===== src/rtl/sr_pkg.sv =====
// Shared types and constants of the systematic resampler.
package sr_pkg;

  localparam int unsigned N_MAX = 1024;

  localparam int unsigned CNT_W  = 11;
  localparam int unsigned IDX_W  = 10;
  localparam int unsigned W_W    = 32;
  localparam int unsigned OFF_W  = 16;
  localparam int unsigned CUM_W  = W_W + 1;
  localparam int unsigned PROD_W = CUM_W + CNT_W;

  localparam logic [CUM_W-1:0] ONE_Q32 = CUM_W'(1) << W_W;

  localparam int unsigned CMD_DEPTH = 4;
  localparam int unsigned RES_DEPTH = 4;

  typedef struct packed {
    logic             first_of_round;
    logic [W_W-1:0]   weight;
    logic [OFF_W-1:0] draw_offset;
  } sr_in_t;

  typedef struct packed {
    logic [IDX_W-1:0] particle_index;
    logic [CNT_W-1:0] copies;
    logic             round_done;
  } sr_out_t;

  typedef struct packed {
    logic [IDX_W-1:0] idx;
    logic [CUM_W-1:0] cum;
    logic [CNT_W-1:0] n;
    logic [OFF_W-1:0] offset;
    logic             first;
    logic             last;
  } sr_cmd_t;

endpackage


===== src/rtl/sr_front.sv =====
// Front end: accepts weights, keeps the running sum and the particle index.
module sr_front import sr_pkg::*; (
  input  logic             clk_i,
  input  logic             rst_ni,
  input  logic             push_i,
  input  sr_in_t           in_i,
  input  logic             cfg_valid_i,
  input  logic [CNT_W-1:0] cfg_data_i,
  input  logic             cmd_full_i,
  output logic             cmd_push_o,
  output sr_cmd_t          cmd_o
);

  logic [CUM_W-1:0] cum_q, cum_d;
  logic [IDX_W-1:0] cnt_q, cnt_d;
  logic [OFF_W-1:0] off_q, off_d;
  logic [CNT_W-1:0] pcount_q;

  logic [CNT_W-1:0] n_eff;
  logic [CUM_W-1:0] base_cum;
  logic [CUM_W:0]   sum;
  logic [CUM_W-1:0] cum_new;
  logic [IDX_W-1:0] idx;
  logic             last;
  logic             accept;

  always_comb begin
    if (pcount_q == '0) begin
      n_eff = CNT_W'(1);
    end else if (pcount_q > CNT_W'(N_MAX)) begin
      n_eff = CNT_W'(N_MAX);
    end else begin
      n_eff = pcount_q;
    end
  end

  always_comb begin
    accept   = push_i && !cmd_full_i;
    base_cum = in_i.first_of_round ? '0 : cum_q;
    idx      = in_i.first_of_round ? '0 : cnt_q;
    off_d    = in_i.first_of_round ? in_i.draw_offset : off_q;
    sum      = {1'b0, base_cum} + (CUM_W + 1)'(in_i.weight);
    cum_new  = (sum > {1'b0, ONE_Q32}) ? ONE_Q32 : sum[CUM_W-1:0];
    last     = ({1'b0, idx} + CNT_W'(1)) >= n_eff;
    cum_d    = last ? '0 : cum_new;
    cnt_d    = last ? '0 : idx + IDX_W'(1);

    cmd_push_o = accept;
    cmd_o.idx    = idx;
    cmd_o.cum    = cum_new;
    cmd_o.n      = n_eff;
    cmd_o.offset = off_d;
    cmd_o.first  = in_i.first_of_round;
    cmd_o.last   = last;
  end

  always_ff @(posedge clk_i or negedge rst_ni) begin
    if (!rst_ni) begin
      cum_q    <= '0;
      cnt_q    <= '0;
      off_q    <= '0;
      pcount_q <= CNT_W'(N_MAX);
    end else begin
      if (accept) begin
        cum_q <= cum_d;
        cnt_q <= cnt_d;
        off_q <= off_d;
      end
      if (cfg_valid_i) begin
        pcount_q <= cfg_data_i;
      end
    end
  end

endmodule


===== src/rtl/sr_cmd_fifo.sv =====
// Short command queue between the front end and the draw counter.
module sr_cmd_fifo import sr_pkg::*; (
  input  logic    clk_i,
  input  logic    rst_ni,
  input  logic    wr_i,
  input  sr_cmd_t wdata_i,
  input  logic    rd_i,
  output sr_cmd_t rdata_o,
  output logic    full_o,
  output logic    empty_o
);

  localparam int unsigned PTR_W = $clog2(CMD_DEPTH);
  localparam int unsigned CNT_QW = $clog2(CMD_DEPTH + 1);

  sr_cmd_t            mem_q [CMD_DEPTH];
  logic [PTR_W-1:0]   wr_ptr_q, rd_ptr_q;
  logic [CNT_QW-1:0]  cnt_q, cnt_d;
  logic               do_wr, do_rd;

  always_comb begin
    full_o  = (cnt_q == CNT_QW'(CMD_DEPTH));
    empty_o = (cnt_q == '0);
    do_wr   = wr_i && !full_o;
    do_rd   = rd_i && !empty_o;
    rdata_o = mem_q[rd_ptr_q];
    cnt_d   = cnt_q + CNT_QW'(do_wr) - CNT_QW'(do_rd);
  end

  always_ff @(posedge clk_i) begin
    if (do_wr) begin
      mem_q[wr_ptr_q] <= wdata_i;
    end
  end

  always_ff @(posedge clk_i or negedge rst_ni) begin
    if (!rst_ni) begin
      wr_ptr_q <= '0;
      rd_ptr_q <= '0;
      cnt_q    <= '0;
    end else begin
      if (do_wr) begin
        wr_ptr_q <= wr_ptr_q + PTR_W'(1);
      end
      if (do_rd) begin
        rd_ptr_q <= rd_ptr_q + PTR_W'(1);
      end
      cnt_q <= cnt_d;
    end
  end

endmodule


===== src/rtl/sr_back.sv =====
// Back end: draw test, copy count per particle, result queue.
module sr_back import sr_pkg::*; (
  input  logic    clk_i,
  input  logic    rst_ni,
  input  sr_cmd_t cmd_i,
  input  logic    cmd_empty_i,
  output logic    cmd_pop_o,
  input  logic    pop_i,
  output logic    empty_o,
  output sr_out_t out_o
);

  localparam int unsigned TOT_W  = PROD_W - W_W + 1;
  localparam int unsigned PTR_W  = $clog2(RES_DEPTH);
  localparam int unsigned RCNT_W = $clog2(RES_DEPTH + 1);

  // stage A: product
  logic              valid_a_q;
  logic [PROD_W-1:0] prod_q;
  logic [IDX_W-1:0]  idx_a_q;
  logic [CNT_W-1:0]  n_a_q;
  logic [OFF_W-1:0]  off_a_q;
  logic              first_a_q, last_a_q;

  logic [CNT_W-1:0]  di_q, di_d;

  sr_out_t           res_mem_q [RES_DEPTH];
  logic [PTR_W-1:0]  res_wr_q, res_rd_q;
  logic [RCNT_W-1:0] res_cnt_q, res_cnt_d;

  logic [PROD_W-1:0] base;
  logic [PROD_W-1:0] diff;
  logic [TOT_W-1:0]  total_raw;
  logic [CNT_W-1:0]  total;
  logic [CNT_W-1:0]  di_eff;
  logic [CNT_W-1:0]  copies;
  logic              res_pop;
  sr_out_t           res;

  always_comb begin
    cmd_pop_o = !cmd_empty_i &&
                ((RCNT_W + 1)'(res_cnt_q) + (RCNT_W + 1)'(valid_a_q) <
                 (RCNT_W + 1)'(RES_DEPTH));
  end

  always_ff @(posedge clk_i) begin
    if (cmd_pop_o) begin
      prod_q    <= PROD_W'(cmd_i.cum) * PROD_W'(cmd_i.n);
      idx_a_q   <= cmd_i.idx;
      n_a_q     <= cmd_i.n;
      off_a_q   <= cmd_i.offset;
      first_a_q <= cmd_i.first;
      last_a_q  <= cmd_i.last;
    end
  end

  // stage B: draws at or below the sum, minus those already issued
  always_comb begin
    base      = PROD_W'(off_a_q) << OFF_W;
    diff      = prod_q - base;
    total_raw = TOT_W'(diff[PROD_W-1:W_W]) + TOT_W'(1);
    if (prod_q < base) begin
      total = '0;
    end else if (total_raw > TOT_W'(n_a_q)) begin
      total = n_a_q;
    end else begin
      total = total_raw[CNT_W-1:0];
    end
    di_eff = first_a_q ? '0 : di_q;
    if (last_a_q) begin
      copies = (di_eff < n_a_q) ? n_a_q - di_eff : '0;
    end else begin
      copies = (total > di_eff) ? total - di_eff : '0;
    end
    di_d = last_a_q ? '0 : di_eff + copies;

    res.particle_index = idx_a_q;
    res.copies         = copies;
    res.round_done     = last_a_q;

    empty_o   = (res_cnt_q == '0);
    res_pop   = pop_i && !empty_o;
    out_o     = res_mem_q[res_rd_q];
    res_cnt_d = res_cnt_q + RCNT_W'(valid_a_q) - RCNT_W'(res_pop);
  end

  always_ff @(posedge clk_i) begin
    if (valid_a_q) begin
      res_mem_q[res_wr_q] <= res;
    end
  end

  always_ff @(posedge clk_i or negedge rst_ni) begin
    if (!rst_ni) begin
      valid_a_q <= 1'b0;
      di_q      <= '0;
      res_wr_q  <= '0;
      res_rd_q  <= '0;
      res_cnt_q <= '0;
    end else begin
      valid_a_q <= cmd_pop_o;
      if (valid_a_q) begin
        di_q     <= di_d;
        res_wr_q <= res_wr_q + PTR_W'(1);
      end
      if (res_pop) begin
        res_rd_q <= res_rd_q + PTR_W'(1);
      end
      res_cnt_q <= res_cnt_d;
    end
  end

`ifndef NO_ASSERTIONS
  a_res_bound: assert property (@(posedge clk_i) disable iff (!rst_ni)
    res_cnt_q <= RCNT_W'(RES_DEPTH))
    else $error("result queue overflow");

  a_room_for_stage: assert property (@(posedge clk_i) disable iff (!rst_ni)
    valid_a_q |-> (res_cnt_q < RCNT_W'(RES_DEPTH)))
    else $error("no room for stage A beat");

  a_copies_bound: assert property (@(posedge clk_i) disable iff (!rst_ni)
    valid_a_q |-> (copies <= n_a_q))
    else $error("copy count exceeds particle count");
`endif

endmodule


===== src/rtl/systematic_resampler.sv =====
// Top level of the systematic resampler.
//
// Usage: weights enter through a queue-style port (push/full); a beat is
// taken when push is high and full is low. first_of_round marks particle 0
// of a round and carries the draw offset. Each input beat yields one result
// (particle index, copy count, round_done) on a queue-style output
// (empty/pop); the oldest result sits on out_o while empty is low.
// A beat passes the command queue, stage A and the result queue to out_o.
// Throughput: one beat per cycle while full is low, set by the running-sum
// adder of the front end and the 33x11 multiply and draw compare of the
// back end. A 4-entry command queue and a 4-entry result queue decouple
// both sides; when pop stays low the result queue fills, then the command
// queue, then full rises. particle_count is written over cfg_valid_i and
// cfg_data_i (cfg_ready_o is always high); the user must do so only while
// the block is idle, which the block does not enforce. Reset clears the
// queues, the running sum, the counters and sets particle_count to 1024.
module systematic_resampler import sr_pkg::*; (
  input  logic             clk_i,
  input  logic             rst_ni,
  input  logic             push,
  output logic             full,
  input  sr_in_t           in_i,
  output logic             empty,
  input  logic             pop,
  output sr_out_t          out_o,
  input  logic             cfg_valid_i,
  output logic             cfg_ready_o,
  input  logic [CNT_W-1:0] cfg_data_i
);

  sr_cmd_t cmd_w, cmd_r;
  logic    cmd_push, cmd_pop, cmd_full, cmd_empty;

  assign cfg_ready_o = 1'b1;
  assign full        = cmd_full;

  sr_front u_front (
    .clk_i       (clk_i),
    .rst_ni      (rst_ni),
    .push_i      (push),
    .in_i        (in_i),
    .cfg_valid_i (cfg_valid_i),
    .cfg_data_i  (cfg_data_i),
    .cmd_full_i  (cmd_full),
    .cmd_push_o  (cmd_push),
    .cmd_o       (cmd_w)
  );

  sr_cmd_fifo u_cmd_fifo (
    .clk_i   (clk_i),
    .rst_ni  (rst_ni),
    .wr_i    (cmd_push),
    .wdata_i (cmd_w),
    .rd_i    (cmd_pop),
    .rdata_o (cmd_r),
    .full_o  (cmd_full),
    .empty_o (cmd_empty)
  );

  sr_back u_back (
    .clk_i       (clk_i),
    .rst_ni      (rst_ni),
    .cmd_i       (cmd_r),
    .cmd_empty_i (cmd_empty),
    .cmd_pop_o   (cmd_pop),
    .pop_i       (pop),
    .empty_o     (empty),
    .out_o       (out_o)
  );

endmodule

===== config.mk =====
export PLATFORM = sky130hd
export DESIGN_NAME = systematic_resampler
export DESIGN_NICKNAME = d
export VERILOG_FILES = /design/src/rtl/sr_pkg.sv /design/src/rtl/sr_front.sv /design/src/rtl/sr_cmd_fifo.sv /design/src/rtl/sr_back.sv /design/src/rtl/systematic_resampler.sv
export SDC_FILE = /design/constraint.sdc
export NUM_CORES = 2
export LEC_CHECK = 0
export BUFFER_PORTS_ARGS = -buffer_cell sky130_fd_sc_hd__buf_2
export CELL_PAD_IN_SITES_DETAIL_PLACEMENT = 1
export CELL_PAD_IN_SITES_GLOBAL_PLACEMENT = 1
export CORE_UTILIZATION = 45
export DETAILED_ROUTE_END_ITERATION = 12
export GPL_ROUTABILITY_DRIVEN = 0
export PLACE_DENSITY = 0.75
export SLEW_MARGIN = 20
export SYNTH_ARGS = -nofsm -noshare
export SYNTH_HDL_FRONTEND = slang
export SYNTH_SLANG_ARGS = --single-unit

===== constraint.sdc =====
create_clock -name clk_i -period 9.8 [get_ports clk_i]
set_input_delay 0.98 -clock clk_i [delete_from_list [all_inputs] [get_ports clk_i]]
set_output_delay 0.98 -clock clk_i [all_outputs]
set_load 0.01 [all_outputs]

==> qor.csv <==
stage;metric;value;unit
placed_design;dp_slack;174.2;ps
floorplan;die_w;283.4;um
timing;finalCriticalPeriod;9300;ps
timing;finalSetupViolCount;0;
setup_path;cp_max_fo;7;
timing;fmax;107.5;MHz
grt;overflow;0;
setup_path;crit_path_start_kind;flop;
clocking;numCtsBuffers;57;
cells_and_area;drive_gt1_share;13.42;%
clocking;ctsHoldBuffers;0;
timing;fin_ws;499.7;ps
clocking;clk_path_buf_depth;3;
flow_run;maxCapViolations;0;
clocking;cts_sinks;539;
setup_path;r2r-end;u_back.di_q[9];
yosys;synth_edf_count;443;
yosys;synth-seq-cells;539;
floorplan;num_rows;102;
clocking;clk_pin_slew;70;ps
route;firstDrtPassIters;8;
outcome;status;completed;
yosys;yosys.area_share.simple;10.63;%
setup_path;r2r_cells;40;
yosys;muxShareOfSynthArea;7.741;%
yosys;synth.net_count;3460;
setup_path;path_common_cell;a21oi_1;
clocking;htreeDepth;2;
yosys;yosysSeqAreaShare;44.09;%
timing;finalMaxSlewViolations;0;
floorplan;core-area;77850;um2
clocking;cts_tree;done;
yosys;syn_area_per_cell;12.21;um2
route;vias_per_cell;5.732;
floorplan;start_util;45.76;%
yosys;synth_top_area_share;37.34;%
yosys;synth_area_leader_cell;edfxtp_1;
placed_design;dp_hpwl;68.73;mm
grt;grt_usage;24.33;%
route;drt_iter0_drc;1335;
setup_path;cp_slowest_cell;or3_1;
setup_path;end_kind;flop;
grt;grt_pass1_vias;26529;
route;ant_nets;0;
timing;worst_pin_slew;1145;ps
yosys;yosysWarnings;0;
setup_path;crit_arrival;9840;ps
timing;slew_headroom;23.70;%
yosys;ys_types;84;
placed_design;port-buffer-count;88;
cells_and_area;syn_to_final_growth;10.39;%
floorplan;die_y;283.4;um
clocking;clockRootBuffer;clkbuf_16;
timing;period_share;94.90;%
yosys;synth_top_family_by_area;adder cells;
route;routed_wl;96.24;mm
setup_path;r2r_setup_slack;500;ps
setup_path;r2r_start;u_back.prod_q[28];
timing;fin_skew;57.46;ps
timing;tns;0;ps
route;vias;23272;
min_path;hp-class;in2async;
yosys;yosys.area_share.adder;22.75;%
route;post-route-drc-count;0;
floorplan;dieArea;80300;um2
yosys;syn_area;35630;um2
setup_path;crit_path_max_incr_delay;410;ps
yosys;synth.top_cells.by_area;edfxtp_1, fa_1, ha_1;
yosys;synth-compound-area-share;7.323;%
setup_path;timing_worst_setup_path_type;reg2reg;
route;avgRoutedWirePerCell;23.70;um
yosys;syn_inst;2917;
yosys;synth_common_cells;edfxtp_1, nand2_1, inv_1, fa_1, ha_1;
grt;grt_max_degree;71;
cells_and_area;nNetsFinal;3514;
floorplan;ioPinCount;90;
clocking;clock_latency;640;ps
yosys;synth_xor_area_share;2.606;%
yosys;async_reset_ff_share;17.81;%
yosys;synth_ff_type;edfxtp_1;
grt;grt_pass1_wl;152.8;mm
timing;finalHoldViolations;0;
grt;grt_antenna_before_repair;1;
yosys;yosysMostFrequentCell;edfxtp_1;
setup_path;crit_required;10340;ps
sequential cells by signal (all words and copies together) (netlist names), 10 cells and up:
| name | count |
|---|---|
| u_back.idx_a_q | 10 |
| u_back.n_a_q | 11 |
| u_back.res_mem_q | 88 |
| u_front.off_q | 16 |
| u_back.di_q | 11 |
| u_back.off_a_q | 16 |
| u_front.cnt_q | 10 |
| u_cmd_fifo.mem_q | 288 |
| u_front.cum_q | 33 |
| u_back.prod_q | 28 |
| u_front.pcount_q | 11 |
cells by family after synthesis:
family	after synthesis
AND/OR/NAND/NOR	808
flip-flops	539
adder cells (fa/ha/maj)	478
buffers and inverters	446
AO/OA/AOI/OAI	383
multiplexers	156
XOR/XNOR	106
other	1
metal layers:
layer / part of all wire, % / vias to the layer above / GRT usage, %
met5: 0 / - / 0
met4: 2.2 / 0 / 6.554
met3: 4.0 / 158 / 2.689
met2: 53 / 570 / 44.19
met1: 41 / 12336 / 30.68
li1: - / 10208 / -
through the flow:
stage,utilization [%],cells,cell area (um2),hold slack (ps)
final,50.51,4060,39330,366.9
after global routing,50.51,4059,39320,396.9
after CTS,50.36,4053,39210,363.9
after detailed placement,47.63,3946,37080,461.6
after global placement,47.63,3946,37080,447.6
after floorplan,-,2917,35630,435.4
critical path, delay by kind of cell (launching register included):
family / cells / cell delay, ps
AND/OR/NAND/NOR: 4 / 720
multiplexers: 2 / 450
buffers and inverters: 2 / 370
flip-flops: 1 / 390
AO/OA/AOI/OAI: 25 / 5300
adder cells (fa/ha/maj): 5 / 1570
XOR/XNOR: 2 / 380
area by class of cell:
cell class	count	area, um2
repair buffers	122	710.7
flip-flops and latches	539	15720
clock inverters	40	588.1
clock buffers	67	1535
multi-input cells	1932	18270
inverters	319	1199
diodes	1	2.502
fillers	8024	38520
well taps	1040	1301
timing repair:
item / CTS / global route
hold endpoints to repair: 0 / 0
gates resized for setup: 0 / 15
endpoints found under the setup margin: 0 / 4
buffers inserted: 0 / 6
layout by cell type (no fill, tap or decap), types with 13 or more instances in the layout:
master | Yosys | layout
edfxtp_1 | 443 | 443
nand2_1 | 373 | 373
inv_1 | 316 | 316
fa_1 | 283 | 283
ha_1 | 195 | 194
nor2b_1 | 134 | 134
nor2_1 | 125 | 125
dfrtp_1 | 95 | 92
mux4_2 | 91 | 91
buf_2 | 2 | 87
a21oi_1 | 83 | 82
o21ai_0 | 73 | 66
clkbuf_16 | 0 | 58
xnor2_1 | 57 | 57
xor2_1 | 49 | 49
mux2_2 | 46 | 46
and2_1 | 44 | 40
a21o_1 | 39 | 39
buf_4 | 2 | 34
nand3_1 | 29 | 28
nand2b_1 | 25 | 24
nand4_1 | 20 | 20
mux2i_1 | 19 | 19
nor3_1 | 19 | 19
o41ai_1 | 20 | 19
a211oi_1 | 17 | 16
o21a_1 | 16 | 16
o21ai_1 | 14 | 16
and3_1 | 15 | 15
o21bai_1 | 14 | 14
a31oi_1 | 13 | 13
worst max path at each step:
stage	startpoint	endpoint	depth (start not counted)
after floorplan	u_back.prod_q[31]	u_back.di_q[9]	40
after global placement	u_back.off_a_q[8]	u_back.di_q[10]	42
after detailed placement	u_back.prod_q[24]	u_back.di_q[10]	41
after CTS	u_back.off_a_q[6]	u_back.di_q[9]	40
after global routing	u_back.off_a_q[15]	u_back.di_q[10]	43
final	u_back.prod_q[28]	u_back.di_q[9]	40
Power is left out: the tool's default activity adds up to more than one toggle a clock period on the data nets, which glitch-free logic cannot reach.
